==> src/rtl/rmvs_pkg.sv <==
// Shared types and constants for the running mean / variance statistics block.
// Used by every module in rtl/; depends on nothing.
`default_nettype none

package rmvs_pkg;

	// Fixed-point formats: samples, min, max and mean are signed Q(SAMPLE_BITS-FRACTION_BITS).FRACTION_BITS
	localparam int SAMPLE_BITS   = 32;
	localparam int FRACTION_BITS = 16;
	localparam int COUNT_BITS    = 32;
	localparam int SPREAD_BITS   = 64;

	// Derived widths
	localparam int DIFF_BITS     = SAMPLE_BITS + 1;              // x - mean, signed
	localparam int PROD_BITS     = 2 * DIFF_BITS;                // |d_old| * |d_new|
	localparam int RAD_BITS      = SPREAD_BITS + FRACTION_BITS;  // variance << FRACTION_BITS
	localparam int ROOT_BITS     = (RAD_BITS + 1) / 2;
	localparam int DIV_STEP_BITS = $clog2(SPREAD_BITS + 1);

	// Request type codes
	localparam logic REQ_ADD   = 1'b0;
	localparam logic REQ_CLEAR = 1'b1;

	localparam logic signed [SAMPLE_BITS-1:0] SAMPLE_MAX = {1'b0, {(SAMPLE_BITS-1){1'b1}}};
	localparam logic signed [SAMPLE_BITS-1:0] SAMPLE_MIN = {1'b1, {(SAMPLE_BITS-1){1'b0}}};
	localparam logic [SAMPLE_BITS-1:0]        STDDEV_MAX = '1;

	// Input request
	typedef struct packed {
		logic                          req_type;
		logic signed [SAMPLE_BITS-1:0] sample;
	} in_t;

	// Result
	typedef struct packed {
		logic [COUNT_BITS-1:0]         sample_total;
		logic signed [SAMPLE_BITS-1:0] min_value;
		logic signed [SAMPLE_BITS-1:0] max_value;
		logic signed [SAMPLE_BITS-1:0] mean_value;
		logic [SAMPLE_BITS-1:0]        stddev_value;
		logic                          count_saturated;
		logic                          spread_saturated;
	} out_t;

	// Decoded request held in the front queue
	typedef struct packed {
		logic                          clear;
		logic signed [SAMPLE_BITS-1:0] sample;
	} cmd_t;

	// Serial divider control
	typedef struct packed {
		logic                     start;
		logic [SPREAD_BITS-1:0]   dividend;
		logic [COUNT_BITS-1:0]    divisor;
		logic [DIV_STEP_BITS-1:0] steps;
	} div_req_t;

	typedef struct packed {
		logic                   done;
		logic [SPREAD_BITS-1:0] quotient;
	} div_rsp_t;

	// Serial square root control
	typedef struct packed {
		logic                start;
		logic [RAD_BITS-1:0] radicand;
	} root_req_t;

	typedef struct packed {
		logic                 done;
		logic [ROOT_BITS-1:0] root;
	} root_rsp_t;

endpackage

`default_nettype wire

==> src/rtl/rmvs_front.sv <==
// Front end: accepts requests, decodes clear vs. add, and queues them for the back end.
// Depends on rmvs_pkg.
`default_nettype none

module rmvs_front
	import rmvs_pkg::*;
#(
	parameter int DEPTH = 2
) (
	input  wire logic clk,
	input  wire logic arst_n,
	input  wire logic req_valid,
	output logic      req_ready,
	input  wire in_t  req,
	output logic      cmd_valid,
	input  wire logic cmd_ready,
	output cmd_t      cmd
);

	localparam int PTR_BITS  = $clog2(DEPTH);
	localparam int FILL_BITS = $clog2(DEPTH + 1);

	cmd_t                 slot_q [DEPTH];
	logic [PTR_BITS-1:0]  wr_ptr_q;
	logic [PTR_BITS-1:0]  rd_ptr_q;
	logic [FILL_BITS-1:0] fill_q;
	logic                 push;
	logic                 pop;
	cmd_t                 decoded;

	// Classify the incoming request
	always_comb begin
		decoded.clear  = (req.req_type == REQ_CLEAR);
		decoded.sample = req.sample;
	end

	assign req_ready = (fill_q != FILL_BITS'(DEPTH));
	assign cmd_valid = (fill_q != '0);
	assign cmd       = slot_q[rd_ptr_q];
	assign push      = req_valid && req_ready;
	assign pop       = cmd_valid && cmd_ready;

	// Queue storage
	always_ff @(posedge clk) begin
		if (push) begin
			slot_q[wr_ptr_q] <= decoded;
		end
	end

	// Pointers and fill level
	always_ff @(posedge clk or negedge arst_n) begin
		if (!arst_n) begin
			wr_ptr_q <= '0;
			rd_ptr_q <= '0;
			fill_q   <= '0;
		end else begin
			if (push) begin
				wr_ptr_q <= (wr_ptr_q == PTR_BITS'(DEPTH - 1)) ? '0 : wr_ptr_q + 1'b1;
			end
			if (pop) begin
				rd_ptr_q <= (rd_ptr_q == PTR_BITS'(DEPTH - 1)) ? '0 : rd_ptr_q + 1'b1;
			end
			if (push && !pop) begin
				fill_q <= fill_q + 1'b1;
			end else if (pop && !push) begin
				fill_q <= fill_q - 1'b1;
			end
		end
	end

endmodule

`default_nettype wire

==> src/rtl/rmvs_div.sv <==
// Restoring serial divider, one quotient bit per cycle, shared by the mean and variance steps.
// Depends on rmvs_pkg.
`default_nettype none

module rmvs_div
	import rmvs_pkg::*;
(
	input  wire logic     clk,
	input  wire logic     arst_n,
	input  wire div_req_t div_req,
	output div_rsp_t      div_rsp
);

	logic                     busy_q;
	logic                     done_q;
	logic [DIV_STEP_BITS-1:0] left_q;
	logic [COUNT_BITS-1:0]    rem_q;
	logic [COUNT_BITS-1:0]    dsr_q;
	logic [SPREAD_BITS-1:0]   dvd_q;
	logic [SPREAD_BITS-1:0]   quo_q;
	logic [COUNT_BITS:0]      shifted;
	logic [COUNT_BITS:0]      trial;
	logic                     fits;

	// One restoring step
	always_comb begin
		shifted = {rem_q, dvd_q[SPREAD_BITS-1]};
		trial   = shifted - {1'b0, dsr_q};
		fits    = (shifted >= {1'b0, dsr_q});
	end

	always_ff @(posedge clk or negedge arst_n) begin
		if (!arst_n) begin
			busy_q <= 1'b0;
			done_q <= 1'b0;
			left_q <= '0;
			rem_q  <= '0;
			dsr_q  <= '0;
			dvd_q  <= '0;
			quo_q  <= '0;
		end else begin
			done_q <= 1'b0;
			if (div_req.start) begin
				busy_q <= 1'b1;
				left_q <= div_req.steps;
				rem_q  <= '0;
				dsr_q  <= div_req.divisor;
				dvd_q  <= div_req.dividend;
				quo_q  <= '0;
			end else if (busy_q) begin
				rem_q  <= fits ? trial[COUNT_BITS-1:0] : shifted[COUNT_BITS-1:0];
				quo_q  <= {quo_q[SPREAD_BITS-2:0], fits};
				dvd_q  <= {dvd_q[SPREAD_BITS-2:0], 1'b0};
				left_q <= left_q - 1'b1;
				if (left_q == DIV_STEP_BITS'(1)) begin
					busy_q <= 1'b0;
					done_q <= 1'b1;
				end
			end
		end
	end

	assign div_rsp.done     = done_q;
	assign div_rsp.quotient = quo_q;

endmodule

`default_nettype wire

==> src/rtl/rmvs_sqrt.sv <==
// Digit-by-digit integer square root, one root bit per cycle (floor of the exact root).
// Depends on rmvs_pkg.
`default_nettype none

module rmvs_sqrt
	import rmvs_pkg::*;
(
	input  wire logic      clk,
	input  wire logic      arst_n,
	input  wire root_req_t root_req,
	output root_rsp_t      root_rsp
);

	localparam int PAD_BITS  = 2 * ROOT_BITS;
	localparam int LEFT_BITS = $clog2(ROOT_BITS + 1);

	logic                 busy_q;
	logic                 done_q;
	logic [LEFT_BITS-1:0] left_q;
	logic [PAD_BITS-1:0]  rad_q;
	logic [ROOT_BITS:0]   rem_q;
	logic [ROOT_BITS-1:0] root_q;
	logic [ROOT_BITS+2:0] shifted;
	logic [ROOT_BITS+2:0] trial;
	logic [ROOT_BITS+2:0] diff;
	logic                 fits;

	// Bring down two radicand bits and try the next root bit
	always_comb begin
		shifted = {rem_q, rad_q[PAD_BITS-1:PAD_BITS-2]};
		trial   = {1'b0, root_q, 2'b01};
		diff    = shifted - trial;
		fits    = (shifted >= trial);
	end

	always_ff @(posedge clk or negedge arst_n) begin
		if (!arst_n) begin
			busy_q <= 1'b0;
			done_q <= 1'b0;
			left_q <= '0;
			rad_q  <= '0;
			rem_q  <= '0;
			root_q <= '0;
		end else begin
			done_q <= 1'b0;
			if (root_req.start) begin
				busy_q <= 1'b1;
				left_q <= LEFT_BITS'(ROOT_BITS);
				rad_q  <= PAD_BITS'(root_req.radicand);
				rem_q  <= '0;
				root_q <= '0;
			end else if (busy_q) begin
				rem_q  <= fits ? diff[ROOT_BITS:0] : shifted[ROOT_BITS:0];
				root_q <= {root_q[ROOT_BITS-2:0], fits};
				rad_q  <= {rad_q[PAD_BITS-3:0], 2'b00};
				left_q <= left_q - 1'b1;
				if (left_q == LEFT_BITS'(1)) begin
					busy_q <= 1'b0;
					done_q <= 1'b1;
				end
			end
		end
	end

	assign root_rsp.done = done_q;
	assign root_rsp.root = root_q;

endmodule

`default_nettype wire

==> src/rtl/rmvs_back.sv <==
// Back end: sequences the Welford update, the serial multiply, and the variance/root steps;
// holds the statistics and the result register. Depends on rmvs_pkg.
`default_nettype none

module rmvs_back
	import rmvs_pkg::*;
(
	input  wire logic      clk,
	input  wire logic      arst_n,
	input  wire logic      cmd_valid,
	output logic           cmd_ready,
	input  wire cmd_t      cmd,
	output div_req_t       div_req,
	input  wire div_rsp_t  div_rsp,
	output root_req_t      root_req,
	input  wire root_rsp_t root_rsp,
	output logic           rsp_valid,
	input  wire logic      rsp_ready,
	output out_t           rsp
);

	localparam int MUL_LEFT_BITS = $clog2(DIFF_BITS + 1);
	localparam int INC_BITS      = PROD_BITS + SPREAD_BITS;
	localparam int SAT_BITS      = ROOT_BITS + SAMPLE_BITS;

	typedef enum logic [3:0] {
		S_IDLE,
		S_DIFF,
		S_MEAN_GO,
		S_DIV_MEAN,
		S_PREP,
		S_MUL,
		S_ACC,
		S_DEV_GO,
		S_DIV_DEV,
		S_ROOT_GO,
		S_ROOT,
		S_FINISH
	} state_t;

	state_t                        state_q;
	logic [COUNT_BITS-1:0]         count_q;
	logic signed [SAMPLE_BITS-1:0] min_q;
	logic signed [SAMPLE_BITS-1:0] max_q;
	logic signed [SAMPLE_BITS-1:0] mean_q;
	logic [SPREAD_BITS-1:0]        spread_q;
	logic signed [SAMPLE_BITS-1:0] x_q;
	logic [DIFF_BITS-1:0]          mag_q;
	logic                          neg_q;
	logic [DIFF_BITS-1:0]          mul_hi_q;
	logic [DIFF_BITS-1:0]          mul_lo_q;
	logic [MUL_LEFT_BITS-1:0]      mul_left_q;
	logic [SAMPLE_BITS-1:0]        stddev_q;
	logic                          rsp_valid_q;
	out_t                          rsp_q;

	logic [DIFF_BITS-1:0]   x_ext;
	logic [DIFF_BITS-1:0]   mean_ext;
	logic [DIFF_BITS-1:0]   d_old;
	logic [DIFF_BITS-1:0]   quot;
	logic [DIFF_BITS-1:0]   mean_sum;
	logic [DIFF_BITS-1:0]   d_new_mag;
	logic [DIFF_BITS:0]     mul_sum;
	logic [INC_BITS-1:0]    inc_ext;
	logic                   inc_big;
	logic [SPREAD_BITS:0]   spread_sum;
	logic [SAT_BITS-1:0]    root_wide;
	logic [SAMPLE_BITS-1:0] stddev_sat;
	logic [COUNT_BITS-1:0]  count_inc;

	// Datapath between the sequencer states
	always_comb begin
		x_ext     = {x_q[SAMPLE_BITS-1], x_q};
		mean_ext  = {mean_q[SAMPLE_BITS-1], mean_q};
		d_old     = x_ext - mean_ext;
		// the mean moves toward the sample by the truncated quotient
		quot      = div_rsp.quotient[DIFF_BITS-1:0];
		mean_sum  = mean_ext + (neg_q ? ~quot : quot) + DIFF_BITS'(neg_q);
		// new deviation keeps the sign of the old one, or is zero
		d_new_mag = neg_q ? (mean_ext - x_ext) : (x_ext - mean_ext);
		// shift-add multiply, one multiplier bit per cycle
		mul_sum   = {1'b0, mul_hi_q} + (mul_lo_q[0] ? {1'b0, mag_q} : '0);
		inc_ext   = INC_BITS'({mul_hi_q, mul_lo_q}) >> FRACTION_BITS;
		inc_big   = |inc_ext[INC_BITS-1:SPREAD_BITS];
		spread_sum = {1'b0, spread_q} + {1'b0, inc_ext[SPREAD_BITS-1:0]};
		root_wide  = SAT_BITS'(root_rsp.root);
		stddev_sat = (root_wide > SAT_BITS'(STDDEV_MAX)) ? STDDEV_MAX
			: SAMPLE_BITS'(root_wide);
		count_inc  = (count_q == '1) ? count_q : count_q + 1'b1;
	end

	// Unit requests
	always_comb begin
		div_req.start    = (state_q == S_MEAN_GO) || (state_q == S_DEV_GO);
		div_req.dividend = spread_q;
		div_req.divisor  = count_q - 1'b1;
		div_req.steps    = DIV_STEP_BITS'(SPREAD_BITS);
		if (state_q == S_MEAN_GO) begin
			div_req.dividend = SPREAD_BITS'(mag_q) << (SPREAD_BITS - DIFF_BITS);
			div_req.divisor  = count_q;
			div_req.steps    = DIV_STEP_BITS'(DIFF_BITS);
		end
		root_req.start    = (state_q == S_ROOT_GO);
		root_req.radicand = RAD_BITS'(div_rsp.quotient) << FRACTION_BITS;
	end

	assign cmd_ready = (state_q == S_IDLE);
	assign rsp_valid = rsp_valid_q;
	assign rsp       = rsp_q;

	// Sequencer, statistics and result register
	always_ff @(posedge clk or negedge arst_n) begin
		if (!arst_n) begin
			state_q     <= S_IDLE;
			count_q     <= '0;
			min_q       <= SAMPLE_MAX;
			max_q       <= SAMPLE_MIN;
			mean_q      <= '0;
			spread_q    <= '0;
			x_q         <= '0;
			mag_q       <= '0;
			neg_q       <= 1'b0;
			mul_hi_q    <= '0;
			mul_lo_q    <= '0;
			mul_left_q  <= '0;
			stddev_q    <= '0;
			rsp_valid_q <= 1'b0;
			rsp_q       <= '0;
		end else begin
			// the finish state reloads the result register itself
			if (rsp_ready && state_q != S_FINISH) begin
				rsp_valid_q <= 1'b0;
			end
			case (state_q)
				S_IDLE: begin
					if (cmd_valid) begin
						x_q <= cmd.sample;
						if (cmd.clear) begin
							count_q  <= '0;
							min_q    <= SAMPLE_MAX;
							max_q    <= SAMPLE_MIN;
							mean_q   <= '0;
							spread_q <= '0;
							stddev_q <= '0;
							state_q  <= S_FINISH;
						end else begin
							count_q <= count_inc;
							if (cmd.sample < min_q) begin
								min_q <= cmd.sample;
							end
							if (cmd.sample > max_q) begin
								max_q <= cmd.sample;
							end
							if (count_q == '0) begin
								// first sample sets the mean directly
								mean_q   <= cmd.sample;
								spread_q <= '0;
								stddev_q <= '0;
								state_q  <= S_FINISH;
							end else begin
								state_q <= S_DIFF;
							end
						end
					end
				end
				S_DIFF: begin
					neg_q   <= d_old[DIFF_BITS-1];
					mag_q   <= d_old[DIFF_BITS-1] ? (~d_old + 1'b1) : d_old;
					state_q <= S_MEAN_GO;
				end
				S_MEAN_GO: begin
					state_q <= S_DIV_MEAN;
				end
				S_DIV_MEAN: begin
					if (div_rsp.done) begin
						mean_q  <= mean_sum[SAMPLE_BITS-1:0];
						state_q <= S_PREP;
					end
				end
				S_PREP: begin
					mul_hi_q   <= '0;
					mul_lo_q   <= d_new_mag;
					mul_left_q <= MUL_LEFT_BITS'(DIFF_BITS);
					state_q    <= S_MUL;
				end
				S_MUL: begin
					mul_hi_q   <= mul_sum[DIFF_BITS:1];
					mul_lo_q   <= {mul_sum[0], mul_lo_q[DIFF_BITS-1:1]};
					mul_left_q <= mul_left_q - 1'b1;
					if (mul_left_q == MUL_LEFT_BITS'(1)) begin
						state_q <= S_ACC;
					end
				end
				S_ACC: begin
					// saturating accumulate of the truncated increment
					spread_q <= (inc_big || spread_sum[SPREAD_BITS]) ? '1
						: spread_sum[SPREAD_BITS-1:0];
					state_q  <= S_DEV_GO;
				end
				S_DEV_GO: begin
					state_q <= S_DIV_DEV;
				end
				S_DIV_DEV: begin
					if (div_rsp.done) begin
						state_q <= S_ROOT_GO;
					end
				end
				S_ROOT_GO: begin
					state_q <= S_ROOT;
				end
				S_ROOT: begin
					if (root_rsp.done) begin
						stddev_q <= stddev_sat;
						state_q  <= S_FINISH;
					end
				end
				S_FINISH: begin
					if (!rsp_valid_q || rsp_ready) begin
						rsp_valid_q            <= 1'b1;
						rsp_q.sample_total     <= count_q;
						rsp_q.min_value        <= min_q;
						rsp_q.max_value        <= max_q;
						rsp_q.mean_value       <= mean_q;
						rsp_q.stddev_value     <= stddev_q;
						rsp_q.count_saturated  <= (count_q == '1);
						rsp_q.spread_saturated <= (spread_q == '1);
						state_q                <= S_IDLE;
					end
				end
				default: begin
					state_q <= S_IDLE;
				end
			endcase
		end
	end

`ifndef ASSERT_OFF
	// An accepted request always starts work
	a_accept_leaves_idle: assert property (@(posedge clk) disable iff (!arst_n)
		cmd_valid && cmd_ready |=> state_q != S_IDLE)
		else $error("accepted request did not leave idle");

	// Divider results only arrive while the sequencer waits for them
	a_div_done_expected: assert property (@(posedge clk) disable iff (!arst_n)
		div_rsp.done |-> (state_q == S_DIV_MEAN || state_q == S_DIV_DEV))
		else $error("divider finished outside a divide wait");

	a_root_done_expected: assert property (@(posedge clk) disable iff (!arst_n)
		root_rsp.done |-> state_q == S_ROOT)
		else $error("root unit finished outside the root wait");

	// Once any sample is in, the range is ordered
	a_min_le_max: assert property (@(posedge clk) disable iff (!arst_n)
		count_q != '0 |-> min_q <= max_q)
		else $error("minimum above maximum");

	// Deviation is zero below two samples
	a_stddev_zero: assert property (@(posedge clk) disable iff (!arst_n)
		rsp_valid_q && rsp_q.sample_total < COUNT_BITS'(2) |-> rsp_q.stddev_value == '0)
		else $error("nonzero deviation with fewer than two samples");
`endif

endmodule

`default_nettype wire

==> src/rtl/running_mean_variance_stats_top.sv <==
// Clear and the first sample go straight from idle to the result register; a later sample
// (signed Q16.16) first passes the mean divide, the multiply, the variance divide and the root.
// One request is processed at a time: the back end takes the next only after the last result is
// loaded; the serial divider (one quotient bit per cycle, used twice), the shift-add multiply and
// the one-bit-per-cycle root set how long a later sample takes.
// Reset (arst_n low, asynchronous) empties the queue and sets the statistics to the empty state.
`default_nettype none

module running_mean_variance_stats_top
	import rmvs_pkg::*;
#(
	parameter int QUEUE_DEPTH = 2
) (
	input  wire logic clk,
	input  wire logic arst_n,
	input  wire logic req_valid,
	output logic      req_ready,
	input  wire in_t  req,
	output logic      rsp_valid,
	input  wire logic rsp_ready,
	output out_t      rsp
);

	logic      cmd_valid;
	logic      cmd_ready;
	cmd_t      cmd;
	div_req_t  div_req;
	div_rsp_t  div_rsp;
	root_req_t root_req;
	root_rsp_t root_rsp;

	rmvs_front #(
		.DEPTH(QUEUE_DEPTH)
	) u_front (
		.clk       (clk),
		.arst_n    (arst_n),
		.req_valid (req_valid),
		.req_ready (req_ready),
		.req       (req),
		.cmd_valid (cmd_valid),
		.cmd_ready (cmd_ready),
		.cmd       (cmd)
	);

	rmvs_div u_div (
		.clk     (clk),
		.arst_n  (arst_n),
		.div_req (div_req),
		.div_rsp (div_rsp)
	);

	rmvs_sqrt u_sqrt (
		.clk      (clk),
		.arst_n   (arst_n),
		.root_req (root_req),
		.root_rsp (root_rsp)
	);

	rmvs_back u_back (
		.clk       (clk),
		.arst_n    (arst_n),
		.cmd_valid (cmd_valid),
		.cmd_ready (cmd_ready),
		.cmd       (cmd),
		.div_req   (div_req),
		.div_rsp   (div_rsp),
		.root_req  (root_req),
		.root_rsp  (root_rsp),
		.rsp_valid (rsp_valid),
		.rsp_ready (rsp_ready),
		.rsp       (rsp)
	);

endmodule

`default_nettype wire

==> config.mk <==
export PLATFORM = sky130hd
export DESIGN_NAME = running_mean_variance_stats_top
export DESIGN_NICKNAME = d
export VERILOG_FILES = /design/src/rtl/rmvs_pkg.sv /design/src/rtl/rmvs_front.sv /design/src/rtl/rmvs_div.sv /design/src/rtl/rmvs_sqrt.sv /design/src/rtl/rmvs_back.sv /design/src/rtl/running_mean_variance_stats_top.sv
export SDC_FILE = /design/constraint.sdc
export NUM_CORES = 2
export LEC_CHECK = 0
export ABC_AREA = 1
export BUFFER_PORTS_ARGS = -buffer_cell sky130_fd_sc_hd__buf_2
export CAP_MARGIN = 5
export CORE_MARGIN = 5
export CORE_UTILIZATION = 35
export DETAILED_ROUTE_END_ITERATION = 12
export SLEW_MARGIN = 20
export SYNTH_ARGS = -nofsm -noshare
export SYNTH_HDL_FRONTEND = slang
export SYNTH_SLANG_ARGS = --single-unit
export TNS_END_PERCENT = 100
==> constraint.sdc <==
create_clock -name clk -period 2.85 [get_ports clk]
set_input_delay 0.57 -clock clk [delete_from_list [all_inputs] [get_ports clk]]
set_output_delay 0.57 -clock clk [all_outputs]
set_load 0.01 [all_outputs]
==> results.py <==
metrics = {
    "run_status": {
        "status": "finished with violations",
        "violations": "setup timing",
    },
    "finish": {
        "final_common_cell": "nand2_1",
        "layoutNonFillerInstCount": 10900,
        "syn_to_final_growth_pct": 23.6,
        "most-common-layout-cells": "nand2_1, inv_1, dfrtp_1, o21ai_0, buf_4",
        "layout.nets": 8994,
        "drive_gt1_frac": 0.182,
        "design_area_um2": 73600,
    },
    "timing": {
        "max_freq_mhz": 340,
        "tightest_slew_ps": 763,
        "setup_slack_ps": -89.4,
        "fin_crit_ps": 2940,
        "period_share": 1.03,
        "rsz0062_at_grt": "true",
        "hold_violations": 0,
        "skew_ps": 88.4,
        "drv_slew": 0,
        "whs_ps": 177,
        "slew_headroom": 0.491,
        "setup_violations": 68,
    },
    "floorplan": {
        "die_w_um": 422,
        "rows": 151,
        "fp.dieArea_um2": 178000,
        "design.core.area_um2": 169000,
        "io_pins": 201,
        "initial_core_util": 0.352,
        "die_h_um": 422,
    },
    "worst_setup_path": {
        "crit_required_ps": 3560,
        "path_class": "reg2reg",
        "crit_path_start": "u_front.rd_ptr_q",
        "slowest_delay_ps": 440,
        "rr_endpoint": "u_back.max_q[23]",
        "path_cells": "inv_4 > buf_12 > or2_2 > o21ai_2 > inv_2 > ha_1 > nand2_1 > nor2_2 > nand4_1 > buf_4 > a31oi_4 > nor2_1 > nand2_1 > xnor2_1 > nand2_2 > nand2_8 > clkbuf_16 > nand2_1 > nand2_1",
        "r2r_setup_slack_ps": -90,
        "crit_end": "u_back.max_q[23]",
        "reg2regPathDepth": 19,
        "crit_fanout": 22,
        "end_kind": "register",
        "r2r-start": "u_front.rd_ptr_q",
        "cpMaxStageDelayCell": "dfrtp_2",
        "cpMostUsedCell": "nand2_1",
        "arrival_ps": 3640,
        "start_kind": "register",
    },
    "clock_network": {
        "root_buffer": "clkbuf_16",
        "tritoncts": "built",
        "cts-htree-levels": 3,
        "clkTransAtPathRegs_ps": 60,
        "clock-sinks": 953,
        "clock_latency_ps": 790,
        "numCtsBuffers": 111,
        "clockBufferDepth": 3,
    },
    "placement": {
        "routabilityCongestion": 0.982,
        "io_buffers": 200,
        "postPlaceCellArea_um2": 67300,
        "dp.cells": 10700,
        "place_hpwl_um": 159000,
    },
    "grt": {
        "grt_overflow_total": 0,
        "grt_first_pass_wirelength_um": 322000,
        "grt_pass1_vias": 55300,
        "gr-usage-all-layers": 0.225,
        "grt_antenna_before_repair": 5,
        "grt_max_degree": 111,
    },
    "route": {
        "drtAntennaViolNets": 0,
        "firstDrtPassIters": 7,
        "wl_um": 207000,
        "wl_per_cell_um": 18.9,
        "via_count": 56200,
        "drt_iter0_drc": 4368,
        "drcViolationCount": 0,
        "vias_per_cell": 5.14,
    },
    "synthesis": {
        "mappedNetlistArea_um2": 59500,
        "ys_warn_count": 0,
        "synthCells": 7917,
        "async_flop_share": 0.931,
        "ys_types": 69,
        "ys_seq_area_frac": 0.407,
        "synth.area.top_cells": "dfrtp_1, nand2_1, o21ai_0",
        "synthFlopType": "dfrtp_1",
        "yosys.area.top_type_share": 0.359,
        "synth_area_leader_cell": "dfrtp_1",
        "ys_ff_latch": 953,
        "synth_nets": 8285,
        "synth_area_per_cell_um2": 7.52,
        "synth_edf_count": 66,
    },
    "power": {
        "cellPowerDensity_nw_per_um2": 1320,
        "p_leak_nw": 35.3,
        "irDropWorstVdd_v": 0.000792,
    },
    "flow_run": {
        "maxCapViolCount": 0,
    },
    "hold_path": {
        "hold_path_class": "in2reg",
    },
}
[cell families (layout without fill, tap and decap cells)]
group                      Yosys count  count (layout)  share of synthesized area
buffers and inverters             1393            2192                     0.0901
AOI/OAI and AO/OA                 1885            1885                      0.180
other                                0               1                          0
and+or+nand+nor                   3130            3130                      0.219
xor gates and xnor gates           225             225                     0.0331
adders and majority gates          331             331                     0.0703
DFF                                953             953                      0.407
[sequential cells by signal, indices dropped and copies added (netlist names), 4 cells and up]
signal	flops
u_back.rsp	162
u_front.slot_q	66
u_back.spread_q	64
u_div.dvd_q	64
u_div.quo_q	64
u_sqrt.rad_q	64
u_sqrt.rem_q	41
u_sqrt.root_q	40
u_back.mag_q	33
u_back.mul_hi_q	33
u_back.mul_lo_q	33
u_back.count_q	32
u_back.max_q	32
u_back.mean_q	32
u_back.min_q	32
u_back.stddev_q	32
u_back.x_q	32
u_div.dsr_q	32
u_div.rem_q	32
u_div.left_q	7
u_back.mul_left_q	6
u_sqrt.left_q	6
u_back.state_q	4
[final cells by class]
class / instances / area (um2)
Timing Repair inverter: 1 / 7.51
Multi-Input combinational cell: 5571 / 31700
Clock buffer: 148 / 3090
Tap cell: 2218 / 2780
Inverter: 1103 / 4160
Fill cell: 17300 / 95700
Clock inverter: 55 / 806
Timing Repair Buffer: 885 / 6890
Sequential cell: 953 / 24200
Antenna cell: 1 / 2.50
[through the flow]
step	worst slack [ps]	TNS, ps	power [mW]	utilization
floorplan	4.63	0	55.9	-
global placement	-142	-7080	76.5	0.397
detailed placement	-204	-13050	77.1	0.397
CTS	-111	-6230	93.4	0.425
global route	-281	-24510	105	0.435
finish	-89.4	-2840	97.1	0.435
[power breakdown]
group / internal [mW] / total [mW] / switching, mW
combinational: 23.2 / 60.3 / 37.1
sequential: 18.3 / 21.7 / 3.41
clock: 8.78 / 15.1 / 6.29
[metal layers]
metal,wire length [um],track usage,part of all wire,vias up
li1,-,-,-,27600
met1,94200,0.311,0.45,26900
met2,94800,0.365,0.46,1406
met3,9690,0.0273,0.047,345
met4,8400,0.0804,0.041,0
met5,0,0,0,-
[cells in the mapped netlist (all sizes together) (63+ instances only)]
library cell	count
nor2	604
o22ai	129
nand2	1930
ha	325
edfxtp	66
nor3	89
xor2	162
buf	90
dfrtp	855
o211ai	112
clkbuf	200
o21ai	919
nand4	89
a21oi	444
inv	1099
nand3	319
xnor2	63
[critical path, delay by kind of cell (launching register included)]
family / cells / cell delay, ps
AND/OR/NAND/NOR: 10 / 1180
flip-flops: 1 / 440
buffers and inverters: 5 / 650
adder cells (fa/ha/maj): 1 / 270
XOR/XNOR: 1 / 130
AO/OA/AOI/OAI: 2 / 210
[how the worst min path moves through the flow]
stage,depth (start not counted),slack [ps],startpoint,endpoint
2_1_floorplan,0,270,arst_n,u_back.count_q[0]
3_3_place_gp,2,450,u_back.min_q[24],u_back.min_q[24]
6_report,4,180,req_valid,u_front.wr_ptr_q
3_5_place_dp,2,450,u_back.min_q[30],u_back.min_q[30]
4_1_cts,4,100,req_valid,u_front.wr_ptr_q
5_1_grt,4,170,req_valid,u_front.wr_ptr_q
[timing repair]
item                                    4_1_cts  5_1_grt
endpoints found under the setup margin      116      255
hold buffers                                 34        0
gates resized for setup                      86      405
hold endpoints to repair                     90        0
pin swaps                                     7       74
setup buffers                                15       21
gates cloned                                  3        6
(Power assumes the default switching activity.)
